--- config.mk ---
export PLATFORM = sky130hd
export DESIGN_NAME = bitmap_set_with_min_max_count_top
export DESIGN_NICKNAME = d
export VERILOG_FILES = /design/src/rtl/bsmm_pkg.sv /design/src/rtl/bsmm_bit_scan.sv /design/src/rtl/bitmap_set_with_min_max_count_top.sv
export SDC_FILE = /design/constraint.sdc
export NUM_CORES = 2
export LEC_CHECK = 0
export ABC_AREA = 1
export BUFFER_PORTS_ARGS = -buffer_cell sky130_fd_sc_hd__buf_4
export CAP_MARGIN = 5
export CORE_ASPECT_RATIO = 1.2
export CORE_MARGIN = 2
export CORE_UTILIZATION = 55
export CTS_BUF_LIST = sky130_fd_sc_hd__clkbuf_8
export CTS_CLUSTER_DIAMETER = 100
export DETAILED_ROUTE_END_ITERATION = 6
export PLACE_DENSITY = 0.8
export SLEW_MARGIN = 25
export SYNTH_ARGS = -nofsm -noshare
export SYNTH_HDL_FRONTEND = slang
export SYNTH_SLANG_ARGS = --single-unit
--- constraint.sdc ---
create_clock -name clk -period 5.6 [get_ports clk]
set_input_delay 0 -clock clk [delete_from_list [all_inputs] [get_ports clk]]
set_output_delay 0 -clock clk [all_outputs]
set_load 0.01 [all_outputs]
--- src/rtl/bsmm_pkg.sv ---
// bsmm_pkg: shared types and constants for the bitmap set with count and min/max tracking
// no dependencies; imported by bitmap_set_with_min_max_count_top
package bsmm_pkg;

	// field widths fixed by the interface
	localparam int VALUE_W  = 11;
	localparam int ACTION_W = 2;

	// default store geometry
	localparam int DEF_CAPACITY  = 1024;
	localparam int DEF_WORD_BITS = 32;

	// set limit after reset
	localparam logic [VALUE_W-1:0] SET_LIMIT_RST = 11'd1024;

	// requested action per beat
	typedef enum logic [ACTION_W-1:0] {
		ACT_ADD    = 2'd0,
		ACT_DELETE = 2'd1,
		ACT_TEST   = 2'd2,
		ACT_INVERT = 2'd3
	} action_t;

	// sequencer states
	typedef enum logic [3:0] {
		S_CLEAR,
		S_CFG_DIV,
		S_CFG_OFF,
		S_IDLE,
		S_READ,
		S_EVAL,
		S_INV_RD,
		S_INV_WR,
		S_SF_RD,
		S_SF_EV,
		S_SL_RD,
		S_SL_EV,
		S_DONE
	} state_t;

endpackage

--- src/rtl/bsmm_bit_scan.sv ---
// bsmm_bit_scan: shared scan unit, finds lowest and highest set bit of one store word
// parameterized by word width; no package dependency
module bsmm_bit_scan #(
	parameter int WORD_BITS = 32,
	parameter int IDX_W     = $clog2(WORD_BITS)
) (
	input  logic [WORD_BITS-1:0] word,
	output logic                 found,
	output logic [IDX_W-1:0]     low_idx,
	output logic [IDX_W-1:0]     high_idx
);

	// any bit set
	assign found = |word;

	// priority encoders from both ends
	always_comb begin
		low_idx  = '0;
		high_idx = '0;
		for (int i = WORD_BITS - 1; i >= 0; i--) begin
			if (word[i]) low_idx = IDX_W'(i);
		end
		for (int i = 0; i < WORD_BITS; i++) begin
			if (word[i]) high_idx = IDX_W'(i);
		end
	end

endmodule

--- src/rtl/bitmap_set_with_min_max_count_top.sv ---
// Set of values 1..limit kept as a word store with member count, smallest and largest
// member. One beat in gives one beat out. Add and test read and evaluate one word; a
// delete of the smallest or largest member adds a read and an evaluate step per store
// word walked by the rescan; invert first reads and rewrites each word up to eff_max.
// All store accesses share one read and one write port and one bit-scan unit. After
// reset and after every limit write a clearing pass over all CAPACITY / WORD_BITS
// (rounded up) words runs while cmd_stall is high. A finished result waits in the
// output register, so a new command is taken while the prior result is still stalled.
// depends on bsmm_pkg and bsmm_bit_scan
module bitmap_set_with_min_max_count_top
	import bsmm_pkg::*;
#(
	parameter int CAPACITY  = DEF_CAPACITY,
	parameter int WORD_BITS = DEF_WORD_BITS
) (
	input  logic                clk,
	input  logic                arst_n,
	// configuration
	input  logic                cfg_write_en,
	input  logic [VALUE_W-1:0]  cfg_write_data,
	// command channel
	input  logic                cmd_valid,
	output logic                cmd_stall,
	input  logic [ACTION_W-1:0] action,
	input  logic [VALUE_W-1:0]  value,
	// response channel
	output logic                rsp_valid,
	input  logic                rsp_stall,
	output logic                ok,
	output logic                is_member,
	output logic [VALUE_W-1:0]  member_count,
	output logic [VALUE_W-1:0]  first_member,
	output logic [VALUE_W-1:0]  last_member
);

	localparam int NWORDS      = (CAPACITY + WORD_BITS - 1) / WORD_BITS;
	localparam int AW          = (NWORDS > 1) ? $clog2(NWORDS) : 1;
	localparam int OFF_W       = $clog2(WORD_BITS);
	localparam int RECIP_SHIFT = 22;
	localparam int RECIP       = ((1 << RECIP_SHIFT) + WORD_BITS - 1) / WORD_BITS;
	localparam int RECIP_W     = $clog2(RECIP + 1);
	localparam int PROD_W      = VALUE_W + RECIP_W;
	localparam logic [AW-1:0] LAST_ADDR = AW'(NWORDS - 1);

	// word store
	logic [WORD_BITS-1:0] mem [NWORDS];
	logic [WORD_BITS-1:0] rdata_q;
	logic                 mem_we;
	logic [AW-1:0]        mem_waddr;
	logic [WORD_BITS-1:0] mem_wdata;
	logic [AW-1:0]        mem_raddr;

	// control state
	state_t               state_q, state_d;
	logic [AW-1:0]        scan_idx_q;
	logic [VALUE_W-1:0]   max_q;
	logic [VALUE_W-1:0]   count_q;
	logic [VALUE_W-1:0]   first_q;
	logic [VALUE_W-1:0]   last_q;
	logic                 out_valid_q;

	// per-item and geometry registers
	action_t              act_q;
	logic [VALUE_W-1:0]   val_q;
	logic                 inr_q;
	logic [VALUE_W-1:0]   q_q;
	logic [OFF_W-1:0]     off_q;
	logic                 ok_q;
	logic                 member_q;
	logic                 need_last_q;
	logic [AW-1:0]        last_word_q;
	logic [WORD_BITS-1:0] last_mask_q;

	// output register
	logic                 ok_out_q;
	logic                 member_out_q;
	logic [VALUE_W-1:0]   count_out_q;
	logic [VALUE_W-1:0]   first_out_q;
	logic [VALUE_W-1:0]   last_out_q;

	// datapath nets
	logic [VALUE_W-1:0]   eff_max;
	logic                 cmd_inr;
	logic [VALUE_W-1:0]   pos_d;
	logic [PROD_W-1:0]    prod;
	logic [VALUE_W-1:0]   q_d;
	logic [OFF_W-1:0]     off_d;
	logic [WORD_BITS-1:0] mask_d;
	logic [WORD_BITS-1:0] bit_mask;
	logic                 cur_bit;
	logic [WORD_BITS-1:0] inv_word;
	logic [WORD_BITS-1:0] scan_word;
	logic                 scan_found;
	logic [OFF_W-1:0]     scan_lo;
	logic [OFF_W-1:0]     scan_hi;
	logic [VALUE_W-1:0]   scan_lo_val;
	logic [VALUE_W-1:0]   scan_hi_val;
	logic                 out_load;

	// effective maximum and range check of an incoming beat
	assign eff_max = (32'(max_q) > CAPACITY) ? VALUE_W'(CAPACITY) : max_q;
	assign cmd_inr = (value != '0) && (value <= eff_max);

	// shared divider by WORD_BITS: reciprocal multiply, remainder from the registered quotient
	always_comb begin
		unique case (state_q)
			S_IDLE:               pos_d = value - VALUE_W'(1);
			S_CFG_DIV, S_CFG_OFF: pos_d = eff_max - VALUE_W'(1);
			default:              pos_d = val_q - VALUE_W'(1);
		endcase
	end
	assign prod   = PROD_W'(pos_d) * PROD_W'(RECIP);
	assign q_d    = VALUE_W'(prod >> RECIP_SHIFT);
	assign off_d  = OFF_W'(pos_d - VALUE_W'(32'(q_q) * WORD_BITS));
	assign mask_d = ~(({WORD_BITS{1'b1}} << off_d) << 1);

	// bit of the addressed value and inverted word
	assign bit_mask = {{(WORD_BITS - 1){1'b0}}, 1'b1} << off_q;
	assign cur_bit  = rdata_q[off_q];
	assign inv_word = ~rdata_q & ((scan_idx_q == last_word_q) ? last_mask_q
		: {WORD_BITS{1'b1}});

	// shared scan unit, fed the inverted word while inverting
	assign scan_word = (state_q == S_INV_WR) ? inv_word : rdata_q;
	bsmm_bit_scan #(
		.WORD_BITS (WORD_BITS),
		.IDX_W     (OFF_W)
	) u_scan (
		.word     (scan_word),
		.found    (scan_found),
		.low_idx  (scan_lo),
		.high_idx (scan_hi)
	);
	assign scan_lo_val = VALUE_W'(32'(scan_idx_q) * WORD_BITS + 32'(scan_lo) + 1);
	assign scan_hi_val = VALUE_W'(32'(scan_idx_q) * WORD_BITS + 32'(scan_hi) + 1);

	assign out_load = (state_q == S_DONE) && (!out_valid_q || !rsp_stall);

	// store: one write and one registered read per cycle
	always_ff @(posedge clk) begin
		if (mem_we) mem[mem_waddr] <= mem_wdata;
		rdata_q <= mem[mem_raddr];
	end

	// state register
	always_ff @(posedge clk or negedge arst_n) begin
		if (!arst_n) state_q <= S_CLEAR;
		else         state_q <= state_d;
	end

	// next state and store controls
	always_comb begin
		state_d   = state_q;
		mem_we    = 1'b0;
		mem_waddr = scan_idx_q;
		mem_wdata = '0;
		mem_raddr = scan_idx_q;
		unique case (state_q)
			S_CLEAR: begin
				mem_we = 1'b1;
				if (scan_idx_q == LAST_ADDR) state_d = S_CFG_DIV;
			end
			S_CFG_DIV: state_d = S_CFG_OFF;
			S_CFG_OFF: state_d = S_IDLE;
			S_IDLE: begin
				if (cmd_valid) begin
					if (action_t'(action) == ACT_INVERT && eff_max != '0) state_d = S_INV_RD;
					else state_d = S_READ;
				end
			end
			S_READ: begin
				mem_raddr = AW'(q_q);
				state_d   = S_EVAL;
			end
			S_EVAL: begin
				state_d   = S_DONE;
				mem_waddr = AW'(q_q);
				if (act_q == ACT_ADD && inr_q && !cur_bit) begin
					mem_we    = 1'b1;
					mem_wdata = rdata_q | bit_mask;
				end else if (act_q == ACT_DELETE && inr_q && cur_bit) begin
					mem_we    = 1'b1;
					mem_wdata = rdata_q & ~bit_mask;
					if (val_q == first_q)     state_d = S_SF_RD;
					else if (val_q == last_q) state_d = S_SL_RD;
				end
			end
			S_INV_RD: state_d = S_INV_WR;
			S_INV_WR: begin
				mem_we    = 1'b1;
				mem_wdata = inv_word;
				if (scan_idx_q == last_word_q) state_d = S_READ;
				else state_d = S_INV_RD;
			end
			S_SF_RD: state_d = S_SF_EV;
			S_SF_EV: begin
				if (scan_found || scan_idx_q == last_word_q)
					state_d = need_last_q ? S_SL_RD : S_DONE;
				else
					state_d = S_SF_RD;
			end
			S_SL_RD: state_d = S_SL_EV;
			S_SL_EV: begin
				if (scan_found || scan_idx_q == '0) state_d = S_DONE;
				else state_d = S_SL_RD;
			end
			S_DONE: begin
				if (out_load) state_d = S_IDLE;
			end
			default: state_d = S_CLEAR;
		endcase
		if (cfg_write_en) state_d = S_CLEAR;
	end

	// set summary, sweep pointer, config register and response valid
	always_ff @(posedge clk or negedge arst_n) begin
		if (!arst_n) begin
			scan_idx_q  <= '0;
			max_q       <= SET_LIMIT_RST;
			count_q     <= '0;
			first_q     <= '0;
			last_q      <= '0;
			out_valid_q <= 1'b0;
		end else begin
			if (out_load) out_valid_q <= 1'b1;
			else if (!rsp_stall) out_valid_q <= 1'b0;
			unique case (state_q)
				S_CLEAR: scan_idx_q <= scan_idx_q + AW'(1);
				S_IDLE: begin
					if (cmd_valid && action_t'(action) == ACT_INVERT && eff_max != '0) begin
						count_q    <= eff_max - count_q;
						first_q    <= '0;
						last_q     <= '0;
						scan_idx_q <= '0;
					end
				end
				S_EVAL: begin
					if (act_q == ACT_ADD && inr_q && !cur_bit) begin
						count_q <= count_q + VALUE_W'(1);
						if (first_q == '0 || val_q < first_q) first_q <= val_q;
						if (val_q > last_q) last_q <= val_q;
					end else if (act_q == ACT_DELETE && inr_q && cur_bit) begin
						count_q    <= count_q - VALUE_W'(1);
						scan_idx_q <= AW'(q_q);
					end
				end
				S_INV_WR: begin
					if (scan_found) begin
						if (first_q == '0) first_q <= scan_lo_val;
						last_q <= scan_hi_val;
					end
					if (scan_idx_q != last_word_q) scan_idx_q <= scan_idx_q + AW'(1);
				end
				S_SF_EV: begin
					if (scan_found) first_q <= scan_lo_val;
					else if (scan_idx_q == last_word_q) first_q <= '0;
					if (scan_found || scan_idx_q == last_word_q) scan_idx_q <= AW'(q_q);
					else scan_idx_q <= scan_idx_q + AW'(1);
				end
				S_SL_EV: begin
					if (scan_found) last_q <= scan_hi_val;
					else if (scan_idx_q == '0) last_q <= '0;
					else scan_idx_q <= scan_idx_q - AW'(1);
				end
				default: ;
			endcase
			// new maximum starts an empty set
			if (cfg_write_en) begin
				max_q      <= cfg_write_data;
				count_q    <= '0;
				first_q    <= '0;
				last_q     <= '0;
				scan_idx_q <= '0;
			end
		end
	end

	// per-item registers and response payload
	always_ff @(posedge clk) begin
		unique case (state_q)
			S_IDLE: begin
				act_q <= action_t'(action);
				val_q <= value;
				inr_q <= cmd_inr;
				q_q   <= q_d;
			end
			S_CFG_DIV: q_q <= q_d;
			S_CFG_OFF: begin
				last_word_q <= AW'(q_q);
				last_mask_q <= mask_d;
			end
			S_READ: off_q <= off_d;
			S_EVAL: begin
				need_last_q <= (val_q == last_q);
				unique case (act_q)
					ACT_ADD: begin
						ok_q     <= inr_q;
						member_q <= inr_q;
					end
					ACT_DELETE: begin
						ok_q     <= inr_q && cur_bit;
						member_q <= 1'b0;
					end
					ACT_TEST: begin
						ok_q     <= inr_q;
						member_q <= inr_q && cur_bit;
					end
					ACT_INVERT: begin
						ok_q     <= 1'b1;
						member_q <= inr_q && cur_bit;
					end
				endcase
			end
			default: ;
		endcase
		if (out_load) begin
			ok_out_q     <= ok_q;
			member_out_q <= member_q;
			count_out_q  <= count_q;
			first_out_q  <= first_q;
			last_out_q   <= last_q;
		end
	end

	// ports
	assign cmd_stall    = (state_q != S_IDLE);
	assign rsp_valid    = out_valid_q;
	assign ok           = ok_out_q;
	assign is_member    = member_out_q;
	assign member_count = count_out_q;
	assign first_member = first_out_q;
	assign last_member  = last_out_q;

	// count never exceeds the active range
	a_count_range: assert property (@(posedge clk) disable iff (!arst_n)
		state_q == S_IDLE |-> count_q <= eff_max)
		else $error("member count above effective maximum");

	// empty set exactly when first and last are zero
	a_empty_marks: assert property (@(posedge clk) disable iff (!arst_n)
		state_q == S_IDLE |-> ((count_q == '0) == (first_q == '0))
			&& ((count_q == '0) == (last_q == '0)))
		else $error("first/last out of step with member count");

	// smallest member never above largest
	a_first_le_last: assert property (@(posedge clk) disable iff (!arst_n)
		state_q == S_IDLE |-> first_q <= last_q)
		else $error("first member above last member");

	// a limit write restarts with an empty set and a clearing pass
	a_cfg_clears: assert property (@(posedge clk) disable iff (!arst_n)
		cfg_write_en |=> state_q == S_CLEAR && count_q == '0 && scan_idx_q == '0)
		else $error("configuration write did not restart the clearing pass");

endmodule
* After elaboration in Yosys (flattened, before gate mapping)
Memories as Yosys holds them, arrays and structs flattened. A register that Yosys moved wholly into a read port is not among the register bits. Cells that the tools add are included.
Word-level totals: bits in registers 153, memory bits (writable) 1024, input port bits 29, output and inout bits 37, memories kept 1
Operators by class: add/sub/neg operators 13, $lt $le $gt $ge 5, eq/ne operators 40, shift-type cells 2, muxes and demuxes 127, bitwise logic cells 6, reduce and logical (&&, ||, !) cells 38
Memories:
- mem | depth 32, width 32, read ports 1, clocked after Yosys merged registers in 1, write ports 1, line bitmap_set_with_min_max_count_top.sv:46 | logic [WORD_BITS-1:0] mem [NWORDS];
Operators by type and width (number):
- $mux W5 | 58
- $mux W11 | 19
- $mux W32 | 4
- $not A32 Y32 | 3
- $pmux W11 S4 | 2
- $and A32 B32 Y32 | 2
- $pmux W32 S2 | 1
- $pmux W4 S13 | 1
- $mux W4 | 12
- $ne A3 B3 Y1 const B | 12
- $add A11 B1 Y11 const B | 3
- $mux W3 | 11
- $or A32 B32 Y32 | 1
- $reduce_or A32 Y1 | 1
- $shl A1 B5 Y32 const A | 1
- $shl A32 B5 Y31 const A | 1
- $pmux W5 S6 | 1
- $sub A10 B1 Y10 const B | 3
- $add A10 B5 Y11 | 2
- $eq A11 B11 Y1 | 2
- $pmux W11 S2 | 1
- $reduce_bool A11 Y1 | 2
- $eq A4 B4 Y1 const B | 5
- $pmux W10 S2 | 1
- other kinds (40) | 82

* Logic depth before layout (Yosys ltp)
depth in word-level cells 42, mapped depth 50

* By module
A second synthesis with hierarchy kept.
Second synthesis, totals: cell total of the unflattened synthesis 4508, area total of the unflattened synthesis 52937.0 um^2
Modules (own cells, without submodules):
- bitmap_set_with_min_max_count_top | times used 1, cells an instance 4343, area each 52161.3 um^2, seq. area each 35685.5 um^2
- bsmm_bit_scan | times used 1, cells an instance 165, area each 775.7 um^2, seq. area each 0.0 um^2

* Worst setup path before layout
Ideal clock, no wire load.
path type register to register, start reg off_q[1], end mem mem[0][0] (enable), arrival time 3.809 ns, data required time 5.179 ns, setup slack 1.370 ns, cell stages (with the launch flop) 16, path buffers 0, period minus slack after synthesis 4.230 ns, cell sequence edfxtp_1 nor2_1 inv_1 o22ai_1 a21oi_1 o211ai_1 o311ai_0 nand3_1 nand2_1 nor2_1 nand3_1 a21oi_1 inv_1 nand3_1 nand3_1 nor2_1
Between the ends: longest elaborated chain between the ends 8, elaborated cells on any way between the ends 10, classes of those cells mux: 7; reduce/logical: 3
RTL lines:
- from (decl) | line bitmap_set_with_min_max_count_top.sv:67 | logic [OFF_W-1:0] off_q;
- from (signal assigned) | line bitmap_set_with_min_max_count_top.sv:292 | S_READ: off_q <= off_d;
- $bmux W1 S5 (*) | line bitmap_set_with_min_max_count_top.sv:119 | assign cur_bit = rdata_q[off_q];
- $mux W1 (not written as such) (*) | line bitmap_set_with_min_max_count_top.sv:119
- $logic_and A1 B1 Y1 / $logic_not A1 Y1 (equally long branches) | line bitmap_set_with_min_max_count_top.sv:181, bitmap_set_with_min_max_count_top.sv:178
- $mux W1 / $logic_and A1 B1 Y1 (equally long branches) | line bitmap_set_with_min_max_count_top.sv:181, bitmap_set_with_min_max_count_top.sv:178
- $mux W1 (*) | line bitmap_set_with_min_max_count_top.sv:178 | if (act_q == ACT_ADD && inr_q && !cur_bit) begin
- $pmux W1 S2 (*) | line bitmap_set_with_min_max_count_top.sv:158 | unique case (state_q)
- $mux W1 (*) | line bitmap_set_with_min_max_count_top.sv:141 | if (mem_we) mem[mem_waddr] <= mem_wdata;
- $mux W1 (not written as such) (*) | line bitmap_set_with_min_max_count_top.sv:141
- to (decl) | line bitmap_set_with_min_max_count_top.sv:46
Mark *: on every way between the ends. The rest lies on a longest branch, timed or not. The select of a mux whose other input is x is not followed.

* Worst setup path after layout
start reg scan_idx_q[4], end reg last_q[8]
Between the ends: longest elaborated chain between the ends 40, elaborated cells on any way between the ends 46, classes of those cells add/sub: 2; eq/ne: 3; mux: 37; bitwise: 1; reduce/logical: 3
RTL lines:
- from (decl) | line bitmap_set_with_min_max_count_top.sv:55 | logic [AW-1:0] scan_idx_q;
- from (signal assigned) | line bitmap_set_with_min_max_count_top.sv:228 | S_CLEAR: scan_idx_q <= scan_idx_q + AW'(1);
- from (signal assigned) | line bitmap_set_with_min_max_count_top.sv:244 | scan_idx_q <= AW'(q_q);
- from (signal assigned) | line bitmap_set_with_min_max_count_top.sv:252 | if (scan_idx_q != last_word_q) scan_idx_q <= scan_idx_q + AW'(1);
- $eq A5 B5 Y1 | line bitmap_set_with_min_max_count_top.sv:120 | assign inv_word = ~rdata_q & ((scan_idx_q == last_word_q) ? last_mask_q
- $mux W32 | line bitmap_set_with_min_max_count_top.sv:120
- $and A32 B32 Y32 | line bitmap_set_with_min_max_count_top.sv:120
- $mux W32 | line bitmap_set_with_min_max_count_top.sv:124 | assign scan_word = (state_q == S_INV_WR) ? inv_word : rdata_q;
- $mux W1 | line bsmm_bit_scan.sv:24 | if (word[i]) high_idx = IDX_W'(i);
- $mux W2 (2 in a row) | line bsmm_bit_scan.sv:24
- $mux W3 (4 in a row) | line bsmm_bit_scan.sv:24
- $mux W4 (8 in a row) | line bsmm_bit_scan.sv:24
- $mux W5 (16 in a row) | line bsmm_bit_scan.sv:24
- $add A10 B5 Y11 | line bitmap_set_with_min_max_count_top.sv:135 | assign scan_hi_val = VALUE_W'(32'(scan_idx_q) * WORD_BITS + 32'(scan_hi) + 1);
- $add A11 B1 Y11 | line bitmap_set_with_min_max_count_top.sv:135
- $mux W11, on equally long branches | line bitmap_set_with_min_max_count_top.sv:261, bitmap_set_with_min_max_count_top.sv:248
- $pmux W11 S4 | line bitmap_set_with_min_max_count_top.sv:227 | unique case (state_q)
- $mux W11 | line bitmap_set_with_min_max_count_top.sv:268 | if (cfg_write_en) begin
- to (signal assigned) | line bitmap_set_with_min_max_count_top.sv:241 | if (val_q > last_q) last_q <= val_q;
- to (signal assigned) | line bitmap_set_with_min_max_count_top.sv:250 | last_q <= scan_hi_val;
- to (signal assigned) | line bitmap_set_with_min_max_count_top.sv:261 | if (scan_found) last_q <= scan_hi_val;
- to (decl) | line bitmap_set_with_min_max_count_top.sv:59 | logic [VALUE_W-1:0] last_q;
Parallel ways exist; a longest one is shown, timed or not. The select of a mux whose other input is x is not followed. A chain may end at the register's enable or synchronous reset.

==> results.cfg <==
[outcome]
outcome = finished clean

[final_layout]
final_nets = 4572
design_area_mm2 = 0.05850
finalNonFillerCells = 5864
largestRegisters = mem (1024), rdata_q (32), last_mask_q (31)
final_util_pct = 63.35
drive_gt1_share_pct = 12.72
areaGrowthSynthToFinish_pct = 13.99
top_register = mem
num-fill-cells = 6511
largest_register_ffs = 1024

[synth]
ys_seq_area_share_pct = 69.53
syn_nets = 4350
synth_top_cell_by_area = edfxtp_1
synth_fa_ha_area_share_pct = 1.590
ys_types = 62
synth.cell_area_mm2 = 0.05132
synth-seq-cells = 1208
synth_top_family_by_area = compound AO/OA/AOI/OAI gates
async_flop_share_pct = 4.470
synth_xor_area_share_pct = 0.3072
netlist_instances = 4257
yosys.area_share.simple_pct = 9.915
synth_compound_gate_area_share_pct = 14.97
muxShareOfSynthArea_pct = 0
synth-edff-count = 1122
netlist.area_leader.share_pct = 65.65
syn_area_per_cell_um2 = 12.06
synthFlopType = edfxtp_1
synthTopCellsByArea = edfxtp_1 66%, o21ai_0 6.1%, nor2_1 5.2%
ys_warn_count = 0

[timing]
fin_setup_tns_ns = 0
rsz0062_at_grt = false
worst_pin_slew_ns = 1.046
period_share_pct = 90.78
fin_crit_ns = 5.084
worst_slack_ns = 0.5163
hold_viol_final = 0
slew_headroom_pct = 29.75
slew_violations = 0
clock_skew_ns = 0.05927
fin_hold_ws_ns = 0.1839
fmax_mhz = 196.7
setup_violations = 0

[worst_setup_path]
cp-start-kind = register
max_stage_delay_ns = 0.51
critPathMaxFanout = 18
critPathCaptureType = register
rrSetupSlack_ns = 0.52
crit_top_cell = nand2_1
worst_path_max_delay_cell = dfrtp_1
crit_required_ns = 6.39
cp_data_arrival_time_ns = 5.87
timing.rr.start = scan_idx_q[4]
startpoint = scan_idx_q[4]
crit_type = reg -> reg

[floorplanning]
io_pins = 66
core_area_mm2 = 0.09235
die-area_mm2 = 0.09578
start_util_pct = 55.57
die_h_um = 338.6
die_w_um = 282.9
row_count = 122

[placed_design]
hpwl_um = 84740
placed_area_mm2 = 0.05435
finalWeightedCongestion = 0.9938
pre_cts_slack_ns = 0.6429
port_buffers = 65
placed_cells = 5466

[cts]
cts_setup_buffers = 0
clkLatencyLatePin_ns = 0.87
cts_made_buffers = 172
numClockSinks = 1208
path_clk_slew_ns = 0.07
cts_root_buffer = clkbuf_8
ctsLongestPathBuffers = 3
htree_levels = 4
cts_tree = yes

[min_path]
hp-class = in -> reg
min_from = value[8]

[detailed_routing]
first_iter_violations = 5103
first_pass_iters = 6
num_vias = 37580
drc_errors = 0
routed_via_density = 6.408
wire_per_inst_um = 25.48
postRouteAntennaNets = 0
drt-total-wl_um = 149400

[grt]
met3_usage_pct = 6.568
met1_usage_pct = 39.21
track_usage_pct = 30.96
grt_max_degree = 192
grt_use_met2_pct = 49.58
grt_overflow = 0
grt_pass1_vias = 36770
busiest_layer = met2
grt_pass1_wl_um = 220800
antenna_found_initial = 2

[power]
power_mw = 29.03
p_per_area_mw_per_mm2 = 496.2
peakVddDrop_mv = 0.5303
leakagePower_nw = 18.76

[run]
maxCapViolations = 0
-- cell families after synthesis --
logic type | Yosys count
DFF | 1208
buffers and inverters | 490
adders and majority gates | 64
AOI/OAI and AO/OA | 1238
xor gates and xnor gates | 18
and+or+nand+nor | 1239
-- cells in the mapped netlist, types with 7 or more instances --
library cell,n
o2111ai_1,7
dfrtp_1,53
nand2_1,318
edfxtp_1,1122
xor2_1,10
o211ai_1,58
o21ai_0,625
nor2_1,716
o21ai_1,15
nor3_1,38
a21oi_1,81
a21oi_2,11
inv_1,207
nor2_2,9
o221ai_1,209
clkinv_1,12
a31oi_1,66
nor3_2,9
xnor2_1,8
clkbuf_1,237
nor4_1,9
nand4_1,32
nand3_1,91
inv_2,15
dfxtp_1,32
ha_1,62
o22ai_1,88
o21bai_1,31
-- final timing paths --
kind	cells past startpoint	endpoint
setup / recovery	45	last_q[8]
hold / removal	4	inr_q
setup reg to reg	45	last_q[8]
hold reg to reg	0	ok
max in group asynchronous	4	max_q[0]
min in group asynchronous	3	max_q[10]
-- layer usage --
metal | routed length (um) | share of wire [%]
met1 | 52390 | 35
met2 | 70910 | 47
met3 | 17410 | 12
met4 | 8707 | 5.8
met5 | 0 | 0
-- layout by cell type (no fill, tap or decap), types with 10 or more instances in the layout --
master	count
clkinv_2	25
nand4_1	32
nor2_2	10
a21oi_2	12
o21ai_0	618
xor2_1	10
dfrtp_1	53
a31oi_1	66
ha_1	62
a21oi_1	80
inv_2	12
o211ai_1	58
buf_4	195
o22ai_1	88
buf_12	30
nand3_1	91
clkbuf_8	184
nand2_1	318
nor2_1	682
dfxtp_1	32
clkinv_1	48
inv_1	258
o21bai_2	22
o221ai_1	209
o21ai_1	14
nor3_1	37
nor2_4	35
nor3_2	10
dlygate4sd3_1	78
edfxtp_1	1122
-- what timing repair did --
action / CTS / global route
hold buffers: 79 / 0
endpoints found under the setup margin: 0 / 1
gates resized for setup: 0 / 1
hold endpoints to repair: 161 / 0
-- final cells by class --
cell class	count	area, um^2	share of cell area, %
well taps	1240	1551	2.652
repair buffers	304	2873	4.910
clock inverters	133	808.3	1.382
inverters	234	894.6	1.529
diodes	2	5.005	0.008555
clock buffers	184	2532	4.329
flip-flops and latches	1208	35690	61.00
multi-input cells	2559	14150	24.19
-- critical path: cells and delay by family (launching register included) --
kind | cells | cell delay [ns]
simple gates | 37 | 2.91
xor+xnor | 1 | 0.41
flops | 1 | 0.51
buf+inv | 2 | 0.38
fa+ha+maj | 1 | 0.15
compound gates | 4 | 0.64
-- power breakdown --
group	leakage, nW	total (mW)	internal, mW	switching (mW)
registers	9.85	11.5	11.0	0.492
logic	7.00	10.8	2.99	7.81
clock network	1.91	6.71	3.35	3.36
total	18.8	29.0	17.4	11.7
Power figures use the tool's default switching activity.
